[src/sv/hsc_pkg.sv]
package hsc_pkg;

   localparam int BUCKETS  = 64;
   localparam int WAYS     = 4;
   localparam int KEY_BITS = 31;

   // Port widths of the request fields
   localparam int CMD_W    = 2;
   localparam int KEY_W    = 31;

   localparam int BKT_W    = (BUCKETS > 1) ? $clog2(BUCKETS) : 1;
   localparam int MOD_W    = (KEY_BITS > BKT_W) ? KEY_BITS + 1 : BKT_W + 1;

   localparam logic [CMD_W-1:0] CMD_INSERT = 2'd0;
   localparam logic [CMD_W-1:0] CMD_REMOVE = 2'd1;
   localparam logic [CMD_W-1:0] CMD_LOOKUP = 2'd2;

   typedef logic [KEY_BITS-1:0] key_type;
   typedef logic [BKT_W-1:0]    bkt_type;

   // One bucket row: valid marks and the keys of all ways
   typedef struct packed {
      logic [WAYS-1:0]              valid;
      logic [WAYS-1:0][KEY_BITS-1:0] keys;
   } row_type;

   localparam int ROW_W = $bits(row_type);

   typedef struct packed {
      logic found;
      logic status;
      logic wr_en;
   } upd_type;

   typedef enum logic [1:0] {
      S_IDLE = 2'b01,
      S_EXEC = 2'b10
   } state_type;

   // BUCKETS is a power of two, so this reduces to a mask
   function automatic bkt_type bucket_of(input key_type key);
      logic [MOD_W-1:0] rem;
      rem = MOD_W'(key) % MOD_W'(BUCKETS);
      return BKT_W'(rem);
   endfunction

endpackage

[src/sv/hsc_row_update.sv]
module hsc_row_update (
   input  hsc_pkg::row_type                row_in,
   input  logic [hsc_pkg::CMD_W-1:0]       cmd,
   input  hsc_pkg::key_type                key,
   output hsc_pkg::row_type                row_out,
   output hsc_pkg::upd_type                upd
);
   import hsc_pkg::*;

   logic [WAYS-1:0] hit;
   logic [WAYS-1:0] free_sel;
   logic            found;
   logic            has_free;

   always_comb begin
      for (int w = 0; w < WAYS; w++) begin
         hit[w] = row_in.valid[w] && (row_in.keys[w] == key);
      end
   end

   // Pick the lowest free way
   always_comb begin
      free_sel = '0;
      has_free = 1'b0;
      for (int w = 0; w < WAYS; w++) begin
         if (!row_in.valid[w] && !has_free) begin
            free_sel[w] = 1'b1;
            has_free    = 1'b1;
         end
      end
   end

   assign found = |hit;

   always_comb begin
      row_out    = row_in;
      upd.found  = found;
      upd.status = 1'b0;
      upd.wr_en  = 1'b0;
      case (cmd)
         CMD_INSERT: begin
            if (!found) begin
               if (has_free) begin
                  for (int w = 0; w < WAYS; w++) begin
                     if (free_sel[w]) begin
                        row_out.keys[w] = key;
                     end
                  end
                  row_out.valid = row_in.valid | free_sel;
                  upd.wr_en     = 1'b1;
               end else begin
                  upd.status = 1'b1;
               end
            end
         end
         CMD_REMOVE: begin
            if (found) begin
               row_out.valid = row_in.valid & ~hit;
               upd.wr_en     = 1'b1;
            end
         end
         default: begin
            // lookup, and the unused code acts as one
         end
      endcase
   end

endmodule

[config.mk]
export PLATFORM = sky130hd
export DESIGN_NAME = hsc_row_update
export DESIGN_NICKNAME = d
export VERILOG_FILES = /design/src/sv/hsc_pkg.sv /design/src/sv/hsc_row_update.sv
export SDC_FILE = /design/constraint.sdc
export NUM_CORES = 1
export LEC_CHECK = 0
export ABC_CLOCK_PERIOD_IN_PS = 5800
export BUFFER_PORTS_ARGS = -buffer_cell sky130_fd_sc_hd__buf_2
export CAP_MARGIN = 20
export CELL_PAD_IN_SITES_DETAIL_PLACEMENT = 1
export CELL_PAD_IN_SITES_GLOBAL_PLACEMENT = 1
export CORE_ASPECT_RATIO = 0.8
export CORE_MARGIN = 4
export CORE_UTILIZATION = 30
export DETAILED_ROUTE_END_ITERATION = 8
export MAX_ROUTING_LAYER = met4
export PLACE_DENSITY_LB_ADDON = 0.1
export SLEW_MARGIN = 20
export SYNTH_ARGS = -nofsm -noshare
export SYNTH_HDL_FRONTEND = slang
export SYNTH_SLANG_ARGS = --single-unit
[constraint.sdc]
create_clock -name vclk -period 5.8
set_input_delay 1.45 -clock vclk [all_inputs]
set_output_delay 1.45 -clock vclk [all_outputs]
set_load 0.02 [all_outputs]
==> flow_summary.ini, run 1 <==
[outcome]
status = finished, final reports clean

[detailed_routing]
routed_via_density = 4.93
dr.pass1.iters = 4
first_iter_violations = 62
wl_um = 17600
vias = 3842
wire_per_inst_um = 22.6
drc = 0
ant_nets = 0

[placed_design]
detailed_place.area_mm2 = 0.00501
port_buffers = 292
place.gp.congestion = 0.891
hpwl_um = 15500

[layout]
clockBufferCount = 0
fill_cells = 1442
area_growth_pct = 42.1
fin_area_mm2 = 0.00506
ff_latch_area_um2 = 0
nFlopsAndLatches = 0
final_nets = 792
utilization_pct = 43.8
drive_gt1_share_pct = 68.0

[yosys]
synth_common_cells = 113 x xnor2_1, 60 x mux2_4, 51 x mux2_2, 35 x buf_4, 28 x nand4_1
synth.top_cells.by_area = xnor2_1 28%, mux2_4 25%, mux2_2 16%
yosys_warnings = 0
syn_area_per_cell_um2 = 9.73
syn_area_mm2 = 0.00356
yosys.area.top_type = xnor2_1
synth_cell_types = 26
synth_most_common_cell = xnor2_1
synth_top_area_share_pct = 27.8
syn_inst = 366
synth_fp_nets = 527
ys_seq_area_share_pct = 0

[critical_path]
endpoint_kind = output port
critPathLaunchType = input port
worstPathArrival_ns = 4.18
path_max_fanout = 13
required_ns = 4.35
critical_path_class = input port to output port

[timing]
setup-violations-final = 0
fmaxAchievable_ghz = 0.178
period_share_pct = 97.0
fin_setup_tns_ns = 0
finalCriticalPeriod_ns = 5.63
final_hold_viol_count = 0
rsz0062_at_grt = no
tightest_slew_ns = 0.577
slew_headroom_pct = 61.4
drv_slew = 0

[pwr]
powerDensity_mw_per_mm2 = 88.9
leakage_nw = 2.46
ir_drop_uv = 46.9

[clocking]
ctsResizeCount = 1
postCtsSetupBuffers = 0
cts_hold_buf = 0

[global_routing]
grt_pass1_wl_um = 25200
antenna_found_initial = 2
grt_pass1_vias = 4249
grt-ovfl-total = 0
grt_usage_pct = 24.6
grt_max_degree = 19

[floorplan]
ios = 292
design.die.area_mm2 = 0.0137
fp.dieW_um = 130
dieHeight_um = 105
std_cell_rows = 35
initial_utilization_pct = 30.8
coreArea_mm2 = 0.0116

[job]
max_cap_violations = 0

[min_path]
hp-class = input port to output port
==> worst max-delay path, stage by stage <==
cell       delay [ns]
buf_2            0.11
buf_4            0.16
xnor2_1          0.15
nand4_1          0.25
nor4_4           0.27
nand4_1          0.25
o2111ai_4        0.31
buf_4            0.20
nand3b_1         0.21
buf_4            0.27
mux2_2           0.38
buf_2            0.17
==> cell usage in the layout (no fill, tap or decap) <==
cell type	count
or2_0	1
o31ai_1	6
o2111ai_4	1
mux2i_1	1
buf_4	12
nand4_1	28
nor4b_4	1
o21ai_0	1
xnor2_1	113
o21a_1	1
nand3_1	7
nor4_4	1
nand2_1	3
diode_2	3
buf_12	5
buf_6	1
xor2_1	11
nor4_2	2
inv_1	3
buf_2	292
nor4_1	7
nand3b_1	1
nor2_1	4
mux2_2	51
or4b_2	2
mux2_1	13
a22oi_1	1
mux2_4	60
==> area by class of cell <==
| class | instances | area, um^2 | area share (%) |
|---|---|---|---|
| Timing Repair Buffer | 310 | 1660 | 32.9 |
| Inverter | 3 | 11.3 | 0.223 |
| Antenna cell | 3 | 7.51 | 0.148 |
| Tap cell | 148 | 185 | 3.66 |
| Multi-Input combinational cell | 316 | 3190 | 63.1 |
==> cell families (layout without fill, tap and decap cells) <==
family | Yosys count | in the layout | synth area share (%)
XOR/XNOR | 124 | 124 | 30.5
other | 0 | 3 | 0
AND/OR/NAND/NOR | 57 | 57 | 9.77
AO/OA/AOI/OAI | 10 | 10 | 2.57
buffers and inverters | 50 | 313 | 11.3
multiplexers | 125 | 125 | 45.8
==> final timing paths <==
path / from / to / depth (start not counted)
worst max-delay path: key[14] / row_out[8] / 12
worst min-delay path: row_in[99] / row_out[99] / 3
==> per-layer routing <==
metal	vias up	wire, um	GRT usage (%)
met5	-	0	-
met4	0	241	3.34
met3	12	1210	3.34
met2	168	8920	44.7
met1	1833	7240	29.5
li1	1829	-	-
==> power breakdown <==
| group | internal (W) | switching [W] |
|---|---|---|
| Combinational | 0.000203 | 0.000247 |
| Sequential | 0 | 0 |
| Clock | 0.0000000000404 | 0 |
==> stage by stage <==
step                      setup slack, ns  hold WS (ns)  cells  power (W)
after floorplan                      1.00          2.98    366   0.000284
after global placement            0.00293          3.26    776   0.000449
after detailed placement          -0.0554          3.27    776   0.000452
after CTS                          0.0299          3.27    776   0.000455
after global routing            0.0000231          3.28    779   0.000481
final                               0.173          3.26    780   0.000450
No activity file was read; power rests on OpenSTA's default activity.
==> run 2: changes to the inputs <==
--- a/config.mk
+++ b/config.mk
@@ -15,7 +15,7 @@
 export CORE_UTILIZATION = 30
 export DETAILED_ROUTE_END_ITERATION = 8
 export MAX_ROUTING_LAYER = met4
-export PLACE_DENSITY_LB_ADDON = 0.1
+export PLACE_DENSITY_LB_ADDON = 0.3
 export SLEW_MARGIN = 20
 export SYNTH_ARGS = -nofsm -noshare
 export SYNTH_HDL_FRONTEND = slang
==> run 2 against run 1 <==
Effect of this change:
- count of clock-buffer cells in the layout is the same
- core utilization shrank 0.91 points
- total power down 1.9%
- critical path type unchanged
- design area shrank 2.1%
- worst setup slack improved by 0.18 ns
==> flow_summary.ini, run 2 (synthesis gave the netlist of run 1 again) <==
[outcome]
status = finished, final reports clean

[critical_path]
critical_path_class = input port to output port
required_ns = 4.35
endpoint_kind = output port
crit_chain = buf_2, xnor2_1, nand4_1, nor4_2, nand4_1, o2111ai_4, buf_4, nor4b_4, buf_4, mux2_1, buf_2
worstPathArrival_ns = 4.00
cp-startpoint = key[17]
cp_slowest_cell = mux2_1
max_stage_delay_ns = 0.35
critPathTopFamily = simple AND/OR/NAND/NOR gates
path_max_fanout = 24
cp_num_buf_inv = 4
critical_path_cell_count = 11
critPathLaunchType = input port
critPathCapture = row_out[109]

[timing]
fmaxAchievable_ghz = 0.183
setup-violations-final = 0
fin_worst_hold_slack_ns = 3.26
rsz0062_at_grt = no
drv_slew = 0
fin_setup_tns_ns = 0
tightest_slew_ns = 0.511
period_share_pct = 94.0
slew_headroom_pct = 65.6
final_hold_viol_count = 0
finalCriticalPeriod_ns = 5.45

[layout]
area_growth_pct = 39.2
fill_cells = 1468
nFlopsAndLatches = 0
fin_area_mm2 = 0.00495
final_nets = 784
utilization_pct = 42.9
drive_gt1_share_pct = 67.3
diodes = 0
ff_latch_area_um2 = 0
final_common_cell = buf_2
layout_common_cells = 292 x buf_2, 113 x xnor2_1, 60 x mux2_4
multi_input_area_mm2 = 0.00317
clockBufferCount = 0

[detailed_routing]
drc = 0
wire_per_inst_um = 21.7
wl_um = 16700
first_iter_violations = 70
routed_via_density = 5.03
vias = 3869
ant_nets = 0
dr.pass1.iters = 4

[floorplan]
dieHeight_um = 105
fp.dieW_um = 130
std_cell_rows = 35
coreArea_mm2 = 0.0116
initial_utilization_pct = 30.8
design.die.area_mm2 = 0.0137
ios = 292

[global_routing]
grt-ovfl-total = 0
grt_max_degree = 32
grt_pass1_wl_um = 23800
antenna_found_initial = 0
grt_usage_pct = 23.0
grt_pass1_vias = 4139

[pwr]
powerDensity_mw_per_mm2 = 89.1
leakage_nw = 2.41
power.total_w = 0.000441
ir_drop_uv = 44.0

[min_path]
hp-class = input port to output port

[placed_design]
detailed_place.area_mm2 = 0.00495
port_buffers = 292
place.gp.congestion = 0.884
hpwl_um = 14600

[clocking]
postCtsSetupBuffers = 0
cts_hold_buf = 0

[job]
max_cap_violations = 0
run 2: cell count changes in the layout (fill, tap and decap cells not counted):
cell     delta
nor4_4      -1
nor4_1      +2
buf_6       -1
buf_12      -1
diode_2     -3
buf_4       -6
nor4_2      -1
run 2: layer usage:
layer  up-vias  routed length (um)  global-route usage, %
met5         -                   0                      -
met4         0                 142                   1.41
met3        10                1330                   2.84
met2       186                8570                   42.4
met1      1870                6620                   27.8
li1       1803                   -                      -
run 2: per-stage QoR:
step	cells	setup WS, ns
6_report	769	0.348
5_1_grt	769	0.142
4_1_cts	769	0.00709
3_5_place_dp	769	0.0222
3_3_place_gp	769	0.0217
2_1_floorplan	366	1.00
run 2: what timing repair did:
item,CTS,global route
setup endpoints to repair,0,103
endpoints found under the hold margin,0,0
resized for setup,0,1
run 2: cell type report:
type / instances / share of cell area [%]
Inverter: 3 / 0.227
Multi-Input combinational cell: 316 / 64.0
Tap cell: 148 / 3.74
Timing Repair Buffer: 302 / 32.0
run 2: tightest hold or removal path, delay by kind of cell:
kind                   cells  cell delay [ns]
muxes                      1             0.12
buffers and inverters      2             0.25
run 2: worst min path at each step:
stage                start           end  slack (ns)  cells past startpoint
6_report       row_in[106]  row_out[106]        3.26                      3
5_1_grt        row_in[101]  row_out[101]        3.28                      3
4_1_cts        row_in[108]  row_out[108]        3.27                      3
3_5_place_dp   row_in[102]  row_out[102]        3.26                      3
3_3_place_gp   row_in[102]  row_out[102]        3.26                      3
2_1_floorplan       cmd[1]        upd[0]        2.98                      1
run 2: power breakdown:
group	total (W)	switching, W	internal [W]
clock network	0	0	0
registers	0	0	0
logic	0.000441	0.000242	0.000199
total	0.000441	0.000242	0.000199
