===== config.mk =====
export PLATFORM = sky130hd
export DESIGN_NAME = hsc_ram
export DESIGN_NICKNAME = d
export VERILOG_FILES = /design/src/sv/hsc_ram.sv
export SDC_FILE = /design/constraint.sdc
export NUM_CORES = 1
export LEC_CHECK = 0
export ABC_AREA = 0
export BUFFER_PORTS_ARGS = -buffer_cell sky130_fd_sc_hd__buf_2
export CAP_MARGIN = 25
export CORE_UTILIZATION = 54
export DETAILED_ROUTE_END_ITERATION = 8
export GPL_TIMING_DRIVEN = 1
export HOLD_SLACK_MARGIN = 0.06
export PLACE_DENSITY = 0.74
export SLEW_MARGIN = 10
export SYNTH_ARGS = -nofsm -noshare
export SYNTH_HDL_FRONTEND = slang
export SYNTH_SLANG_ARGS = --single-unit

===== constraint.sdc =====
create_clock -name clock -period 1.7 [get_ports clock]
set_input_delay 0.17 -clock clock [delete_from_list [all_inputs] [get_ports clock]]
set_output_delay 0.17 -clock clock [all_outputs]
set_load 0.01 [all_outputs]

===== src/sv/hsc_ram.sv =====
module hsc_ram #(
   parameter int WIDTH = 8,
   parameter int DEPTH = 16
) (
   input  logic                     clock,
   input  logic                     wr_en,
   input  logic [$clog2(DEPTH)-1:0] wr_addr,
   input  logic [WIDTH-1:0]         wr_data,
   input  logic                     rd_en,
   input  logic [$clog2(DEPTH)-1:0] rd_addr,
   output logic [WIDTH-1:0]         rd_data
);

   logic [WIDTH-1:0] mem_ff [DEPTH];
   logic [WIDTH-1:0] rd_data_ff;

   always_ff @(posedge clock) begin
      if (wr_en) begin
         mem_ff[wr_addr] <= wr_data;
      end
      if (rd_en) begin
         rd_data_ff <= mem_ff[rd_addr];
      end
   end

   assign rd_data = rd_data_ff;

endmodule


==> flow_metrics.py, run 1 <==
metrics = {
    "status": {
        "outcome": "completed",
    },
    "final_layout": {
        "diodes": 0,
        "synthToLayoutAreaGrowth_pct": 21.5,
        "drive_gt1_share_pct": 32.3,
        "final_cells": 439,
        "fin_nets": 316,
    },
    "logic_synthesis": {
        "synth_top_family_by_area": "multiplexers",
        "synth_adder_area_share_pct": 0,
        "syn_area_per_cell_sq_um": 22.8,
        "synth_mux_area_share_pct": 14.8,
        "syn-num-nets": 248,
        "ys_seq_area_share_pct": 78.1,
        "ys_types": 18,
        "yosys_warnings": 0,
        "synth_compound_area_share_pct": 2.30,
        "synth-seq-cells": 136,
        "synth_cells": 229,
        "yosys.area_share.simple_pct": 3.14,
        "synth_area_sq_um": 5230,
        "synth_xor_area_share_pct": 0,
    },
    "cts": {
        "clkLatencyLatePin_ns": 0.51,
        "cts_tree": "yes",
        "cts.sinks": 136,
        "post_cts_buffers": 0,
        "cts_resized": 0,
        "cts_root_buf": "clkbuf_8",
        "clk_pin_slew_ns": 0.06,
        "cts_buffers": 17,
        "clockBufferDepth": 2,
        "htree_levels": 4,
        "cts_hold_buf": 8,
    },
    "timing": {
        "finalSetupViolCount": 0,
        "skew_ns": 0.00702,
        "fin_crit_sh_pct": 93.5,
        "maxSlewViolCount": 0,
        "max_slew.worst_pin.slew_ns": 0.372,
        "finalCriticalPeriod_ns": 1.59,
        "max_clock_freq_ghz": 0.629,
        "final_hold_viol_count": 0,
        "rsz0062_at_grt": "no",
        "max_slew_margin_pct": 75.2,
    },
    "drt": {
        "drt_first_pass_iters": 4,
        "drt-total-wl_um": 9730,
        "routed-wl-met3_um": 644,
        "routedWlPerCell_um": 22.2,
        "topRoutingLayerUsed": "met4",
        "wl_met2_um": 4960,
        "drc": 0,
        "vias": 2580,
        "drt_iter0_drc": 170,
        "postRouteAntennaNets": 0,
        "wl_met1_um": 3950,
        "avgViaCountPerCell": 5.88,
    },
    "worst_setup_path": {
        "crit_required_ns": 1.96,
        "start_kind": "flip-flop",
        "r2r.worst_path.cells": 4,
        "cp_max_fo": 1,
        "path_class": "flip-flop to flip-flop",
        "crit_path_end_kind": "flip-flop",
        "arrival_ns": 1.85,
    },
    "die": {
        "die_w_um": 100,
        "die_y_um": 100,
        "coreArea_sq_um": 9330,
        "io_pins": 27,
        "rows": 35,
        "initial_core_util_pct": 56.0,
        "dieArea_sq_um": 10100,
    },
    "hold_path": {
        "hold_depth": 1,
        "min_path_type": "input pin to flip-flop",
    },
    "placed_design": {
        "port_buffers": 26,
        "dpl.hpwl_um": 6330,
        "routabilityCongestion": 0.718,
        "post-place-cells": 399,
    },
    "power": {
        "total_power_uw": 7910,
        "ir_worst_vdd_mv": 0.800,
        "p_leak_uw": 0.00218,
        "power.density_nw_per_um2": 1250,
    },
    "grt": {
        "gr-total-overflow": 0,
        "grt_max_degree": 22,
        "grt_pass1_wl_um": 14900,
        "antenna_found_initial": 0,
        "grt_pass1_vias": 2612,
        "grt_use_total_pct": 21.7,
    },
    "job": {
        "drv_cap": 0,
    },
}
kinds of logic (layout without fill, tap and decap cells):
logic type / count (synthesis) / in the layout
AND/OR/NAND/NOR: 35 / 35
flip-flops: 136 / 136
AO/OA/AOI/OAI: 16 / 16
buffers and inverters: 10 / 91
multiplexers: 32 / 32
worst max-delay path: stages, from the launching register on:
cell and delay (ns):
edfxtp_1 0.36, mux4_1 0.54, a22oi_1 0.24, buf_4 0.15, nand2_1 0.05
where the power goes:
part	leakage [uW]	total [uW]	internal, uW	switching [uW]
combinational	0.000650	376	172	204
clock	0.000298	3740	2390	1340
sequential	0.00124	3800	3780	19.5
total	0.00218	7910	6350	1570
flip-flops by register name (all words and copies together), names as in the netlist:
name     cells
rd_data      8
mem_ff     128
final cells by class:
class                           instances  area (sq um)
Fill cell                             582          2970
Clock buffer                           18           418
Multi-Input combinational cell         83          1060
Tap cell                              129           161
Clock inverter                         14           198
Sequential cell                       136          4080
Timing Repair Buffer                   59           435
per-stage QoR:
| step | TNS, ns | setup WS (ns) | area [sq um] | util, % | hold WS (ns) |
|---|---|---|---|---|---|
| after floorplan | 0 | 0.0371 | 5230 | - | 0.269 |
| after global placement | -0.170 | -0.105 | 5660 | 60.7 | 0.552 |
| after detailed placement | -0.271 | -0.122 | 5660 | 60.7 | 0.547 |
| after CTS | 0 | 0.0877 | 6350 | 68.1 | 0.0648 |
| after global routing | 0 | 0.0265 | 6350 | 68.1 | 0.0727 |
| final | 0 | 0.110 | 6350 | 68.1 | 0.0725 |
cell usage in the layout, fill, tap and decap left out:
cell / instances
edfxtp_1: 136
buf_2: 26
buf_4: 22
mux4_2: 18
a22oi_1: 16
clkbuf_16: 16
mux4_1: 14
nor2_1: 13
nand2_1: 9
dlygate4sd3_1: 8
nor3_1: 4
bufinv_16: 4
clkinv_4: 4
inv_6: 3
buf_12: 3
nand3b_1: 2
nand2b_1: 2
nor2b_1: 1
and2_1: 1
and2b_1: 1
nand3_1: 1
or3b_2: 1
clkbuf_8: 1
clkbuf_1: 1
clkinv_2: 1
clkinvlp_4: 1
clkinv_1: 1
final timing paths:
| path | start | endpoint | slack [ns] |
|---|---|---|---|
| worst min register to register | mem_ff[7][2] | rd_data[2] | 0.74 |
| worst max register to register | mem_ff[1][3] | rd_data[3] | 0.11 |
| worst min-delay path | wr_data[3] | mem_ff[7][3] | 0.07 |
| worst max-delay path | mem_ff[1][3] | rd_data[3] | 0.11 |
metal layers:
metal	vias up	GRT usage (%)
li1	1120	-
met1	1320	28.4
met4	0	10.1
met5	-	0
met3	13	5.08
met2	127	35.0
synth_stat cells (all sizes together):
cell type      count  share of area, %
mux4              32                15
and2               1              0.12
buf                7               1.1
nand3b             2              0.29
nand3              1             0.096
and2b              1              0.14
or3b               1              0.17
edfxtp           136                78
a22oi             16               2.3
nand2b             2              0.24
nor2b              1              0.12
nand2              9              0.65
nor3               4              0.38
nor2              13              0.93
clkdlybuf4s25      3              0.57
No activity file was read; power rests on OpenSTA's default activity.
==> run 2: changes to the inputs <==
--- a/config.mk
+++ b/config.mk
@@ -12,7 +12,7 @@
 export DETAILED_ROUTE_END_ITERATION = 8
 export GPL_TIMING_DRIVEN = 1
 export HOLD_SLACK_MARGIN = 0.06
-export PLACE_DENSITY = 0.74
+export PLACE_DENSITY_LB_ADDON = 0.25
 export SLEW_MARGIN = 10
 export SYNTH_ARGS = -nofsm -noshare
 export SYNTH_HDL_FRONTEND = slang
==> flow_metrics.py, run 2 (synthesis results as in run 1) <==
metrics = {
    "status": {
        "outcome": "completed",
    },
    "cts": {
        "cts_buffers": 17,
        "post_cts_buffers": 0,
        "clockBufferDepth": 2,
        "cts_tree": "yes",
        "cts.sinks": 136,
        "cts_root_buf": "clkbuf_8",
        "clk_pin_slew_ns": 0.06,
        "clkLatencyLatePin_ns": 0.52,
        "cts_hold_buf": 8,
        "htree_levels": 4,
        "cts_resized": 0,
    },
    "timing": {
        "finalSetupViolCount": 0,
        "skew_ns": 0.00787,
        "max_clock_freq_ghz": 0.648,
        "max_slew.worst_pin.slew_ns": 0.393,
        "final_hold_viol_count": 0,
        "finalCriticalPeriod_ns": 1.54,
        "rsz0062_at_grt": "no",
        "maxSlewViolCount": 0,
        "fin_crit_sh_pct": 90.8,
        "fin_setup_tns_ns": 0,
        "max_slew_margin_pct": 73.8,
    },
    "worst_setup_path": {
        "rr_endpoint": "rd_data[2]",
        "cp_max_fo": 1,
        "arrival_ns": 1.80,
        "cp_slowest_stage_delay_ns": 0.54,
        "r2r.worst_path.cells": 3,
        "path_class": "flip-flop to flip-flop",
        "crit_required_ns": 1.96,
        "crit_start": "mem_ff[5][2]",
        "crit_path_end_kind": "flip-flop",
        "path_delay_family": "multiplexers",
        "rr_startpoint": "mem_ff[5][2]",
        "slowest_stage": "mux4_1",
        "path_cells": "mux4_1, a22oi_1, nand2_1",
        "start_kind": "flip-flop",
        "cp_num_buf_inv": 0,
        "rrSetupSlack_ns": 0.16,
    },
    "die": {
        "dieArea_sq_um": 10100,
        "rows": 35,
        "die_w_um": 100,
        "coreArea_sq_um": 9330,
        "io_pins": 27,
        "die_y_um": 100,
        "initial_core_util_pct": 56.0,
    },
    "final_layout": {
        "fill_cells": 581,
        "final_common_cell": "edfxtp_1",
        "multiInputGateArea_sq_um": 1060,
        "diodes": 0,
        "synthToLayoutAreaGrowth_pct": 21.7,
        "regMostFlops": "mem_ff",
        "final_cells": 438,
        "final_cell_mix": "edfxtp_1 (136), buf_2 (26), buf_4 (22), mux4_2 (18)",
        "largest_reg_flops": 128,
        "fin_area_sq_um": 6360,
        "fin_nets": 316,
        "drive_gt1_share_pct": 31.7,
        "seqCellArea_sq_um": 4080,
    },
    "placed_design": {
        "dpl.hpwl_um": 6250,
        "post-place-cells": 399,
        "routabilityCongestion": 0.728,
        "port_buffers": 26,
        "dpl-instance-area_sq_um": 5660,
    },
    "power": {
        "p_int_uw": 6460,
        "p_leak_uw": 0.00218,
        "total_power_uw": 7990,
        "p_clk_share_pct": 47.7,
        "combPwrFrac_pct": 4.7,
        "seq_power_share_pct": 47.6,
        "power.density_nw_per_um2": 1260,
        "switching_share_pct": 19.1,
        "ir_worst_vdd_mv": 0.766,
        "power.net_switching_uw": 1530,
    },
    "drt": {
        "drt_first_pass_iters": 4,
        "routedWlPerCell_um": 23.3,
        "drc": 0,
        "avgViaCountPerCell": 5.76,
        "drt-total-wl_um": 10200,
        "drt_iter0_drc": 173,
        "vias": 2525,
        "postRouteAntennaNets": 0,
    },
    "hold_path": {
        "holdPathEnd": "mem_ff[7][6]",
        "hp-start": "wr_data[6]",
        "min_path_type": "input pin to flip-flop",
        "hold_depth": 1,
    },
    "grt": {
        "grt_max_degree": 19,
        "antenna_found_initial": 0,
        "grt_pass1_wl_um": 15600,
        "grt_pass1_vias": 2592,
        "grt_use_total_pct": 23.1,
        "gr-total-overflow": 0,
    },
    "job": {
        "drv_cap": 0,
    },
}
==> run 2: area by class of cell <==
type                    count  share of cell area [%]
multi-input cells          83                    16.6
clock inverters            13                    3.21
well taps                 129                    2.54
flip-flops and latches    136                    64.2
repair buffers             59                    6.85
clock buffers              18                    6.57
==> run 2: worst max-delay path by stage <==
stage                              end  slack [ns]  cells past startpoint
final                       rd_data[2]        0.16                      3
after global routing        rd_data[2]        0.10                      3
after CTS                   rd_data[3]        0.14                      3
after detailed placement    rd_data[7]       -0.05                      5
after global placement      rd_data[7]       -0.03                      5
after floorplan           mem_ff[0][0]        0.04                      2
==> run 2: routing by layer <==
metal	vias to the layer above	track usage (%)	part of all wire, %
met3	12	6.62	6.3
li1	1120	-	-
met5	-	0	0
met2	97	33.4	48
met4	0	8.70	1.2
met1	1296	33.8	45
==> run 2: stage by stage <==
step / setup WS, ns / util (%) / hold WS [ns]
after floorplan: 0.0371 / - / 0.269
after global placement: -0.0273 / 60.7 / 0.545
after detailed placement: -0.0481 / 60.7 / 0.545
after CTS: 0.143 / 68.2 / 0.0729
after global routing: 0.103 / 68.2 / 0.0761
final: 0.157 / 68.2 / 0.0880
==> run 2: worst reg2reg max path, stage by stage, from the launching register on <==
cell and delay (ns):
edfxtp_1 0.39, mux4_1 0.54, a22oi_1 0.26, nand2_1 0.10
==> run 2: power by group through the flow <==
stage | logic (uW) | registers [uW] | clock network (uW)
after floorplan | 191 | 3870 | 0
after global placement | 357 | 3870 | 0
after detailed placement | 365 | 3870 | 0
after CTS | 383 | 3800 | 3840
after global routing | 411 | 3810 | 3980
final | 378 | 3800 | 3810
==> run 3: changes to the inputs <==
--- a/config.mk
+++ b/config.mk
@@ -8,7 +8,9 @@
 export ABC_AREA = 0
 export BUFFER_PORTS_ARGS = -buffer_cell sky130_fd_sc_hd__buf_2
 export CAP_MARGIN = 25
-export CORE_UTILIZATION = 54
+export CELL_PAD_IN_SITES_DETAIL_PLACEMENT = 1
+export CELL_PAD_IN_SITES_GLOBAL_PLACEMENT = 1
+export CORE_UTILIZATION = 48
 export DETAILED_ROUTE_END_ITERATION = 8
 export GPL_TIMING_DRIVEN = 1
 export HOLD_SLACK_MARGIN = 0.06
==> flow_metrics.py, run 3 (synthesis results as in run 1) <==
metrics = {
    "status": {
        "outcome": "completed",
    },
    "worst_setup_path": {
        "cp_slowest_stage_delay_ns": 0.51,
        "slowest_stage": "mux4_1",
        "path_cells": "mux4_1, a22oi_1, nand2_1",
        "path_class": "flip-flop to flip-flop",
        "crit_required_ns": 1.94,
        "crit_path_end_kind": "flip-flop",
        "cp_max_fo": 1,
        "start_kind": "flip-flop",
        "arrival_ns": 1.76,
    },
    "timing": {
        "skew_ns": 0.00695,
        "finalSetupViolCount": 0,
        "final_hold_viol_count": 0,
        "max_slew.worst_pin.slew_ns": 0.399,
        "maxSlewViolCount": 0,
        "finalCriticalPeriod_ns": 1.52,
        "rsz0062_at_grt": "no",
        "max_slew_margin_pct": 73.4,
        "max_clock_freq_ghz": 0.659,
        "fin_crit_sh_pct": 89.3,
    },
    "drt": {
        "drc": 0,
        "vias": 2490,
        "drt_first_pass_iters": 4,
        "routedWlPerCell_um": 23.0,
        "drt_iter0_drc": 139,
        "drt-total-wl_um": 10200,
        "avgViaCountPerCell": 5.60,
        "postRouteAntennaNets": 0,
    },
    "grt": {
        "grt_max_degree": 22,
        "met1_usage_pct": 28.1,
        "grt-busiest-layer": "met2",
        "antenna_found_initial": 0,
        "gr-total-overflow": 0,
        "grt_pass1_vias": 2673,
        "grtUsageMet3_pct": 7.23,
        "grt_use_met2_pct": 31.7,
        "grt_pass1_wl_um": 15900,
        "grt_use_total_pct": 20.6,
    },
    "power": {
        "ir_worst_vdd_mv": 0.587,
        "total_power_uw": 7630,
        "switching_share_pct": 19.3,
        "seq_power_share_pct": 49.8,
        "p_clk_share_pct": 45.2,
        "power.density_nw_per_um2": 1210,
        "combPwrFrac_pct": 5.0,
        "power.net_switching_uw": 1470,
        "p_leak_uw": 0.00216,
        "p_int_uw": 6160,
    },
    "final_layout": {
        "final_core_util_pct": 60.2,
        "diodes": 0,
        "fin_area_sq_um": 6300,
        "regMostFlops": "mem_ff",
        "final_cell_mix": "edfxtp_1 (136), buf_2 (26), buf_4 (20), mux4_2 (18)",
        "largest_reg_flops": 128,
        "drive_gt1_share_pct": 30.4,
        "final_cells": 445,
        "fill_cells": 913,
        "fin_nets": 315,
        "final_common_cell": "edfxtp_1",
        "synthToLayoutAreaGrowth_pct": 20.5,
    },
    "cts": {
        "cts_buffers": 17,
        "cts_resized": 0,
        "clockBufferDepth": 2,
        "cts_root_buf": "clkbuf_8",
        "cts.sinks": 136,
        "clkLatencyLatePin_ns": 0.52,
        "clk_pin_slew_ns": 0.06,
        "cts_tree": "yes",
        "htree_levels": 4,
    },
    "placed_design": {
        "dpl-instance-area_sq_um": 5650,
        "dpl.hpwl_um": 6670,
        "post-place-cells": 404,
        "routabilityCongestion": 0.697,
        "port_buffers": 26,
    },
    "die": {
        "io_pins": 27,
        "die_w_um": 106,
        "coreArea_sq_um": 10500,
        "die_y_um": 106,
        "rows": 37,
        "dieArea_sq_um": 11300,
        "initial_core_util_pct": 50.0,
    },
    "hold_path": {
        "min_path_type": "input pin to flip-flop",
    },
    "job": {
        "drv_cap": 0,
    },
}
==> run 3: worst max-delay path, delay by kind of cell, from the launching register on <==
family             cells  cell delay (ns)
AOI/OAI and AO/OA      1             0.23
DFF                    1             0.36
muxes                  1             0.51
and+or+nand+nor        1             0.14
==> run 3: power groups by stage <==
stage	sequential (uW)	combinational (uW)	clock, uW
final	3800	380	3450
after global routing	3800	414	3650
after CTS	3800	389	3520
after detailed placement	3870	372	0
after global placement	3860	359	0
after floorplan	3870	191	0
==> run 3: final timing paths <==
path / endpoint / from / depth (start not counted) / slack, ns
hold reg to reg: rd_data[3] / mem_ff[7][3] / 3 / 0.77
setup reg to reg: rd_data[1] / mem_ff[9][1] / 3 / 0.18
setup / recovery: rd_data[1] / mem_ff[9][1] / 3 / 0.18
hold / removal: mem_ff[8][7] / wr_addr[0] / 3 / 0.21
==> run 3: layout make-up <==
cell class	instances	area [sq um]	area share [%]
flip-flops and latches	136	4080	64.8
multi-input cells	83	1060	16.8
repair buffers	58	430	6.83
clock buffers	21	429	6.81
well taps	136	170	2.70
clock inverters	11	130	2.07
==> run 3: timing repair <==
action	in CTS	in global routing
buffers inserted	0	0
hold endpoints to repair	136	0
hold buffers	9	0
==> run 3: metrics by stage <==
stage	setup WS (ns)	hold slack (ns)	setup TNS, ns
after CTS	0.159	0.182	0
after floorplan	0.0371	0.269	0
after detailed placement	-0.0726	0.550	-0.215
after global routing	0.0974	0.220	0
final	0.183	0.210	0
after global placement	-0.0169	0.554	-0.0269
==> run 3: per-layer routing <==
| metal | wire, um | share of wire [%] |
|---|---|---|
| met1 | 4480 | 44 |
| met2 | 5180 | 51 |
| met3 | 510 | 5.0 |
| met4 | 61 | 0.60 |
| met5 | 0 | 0 |
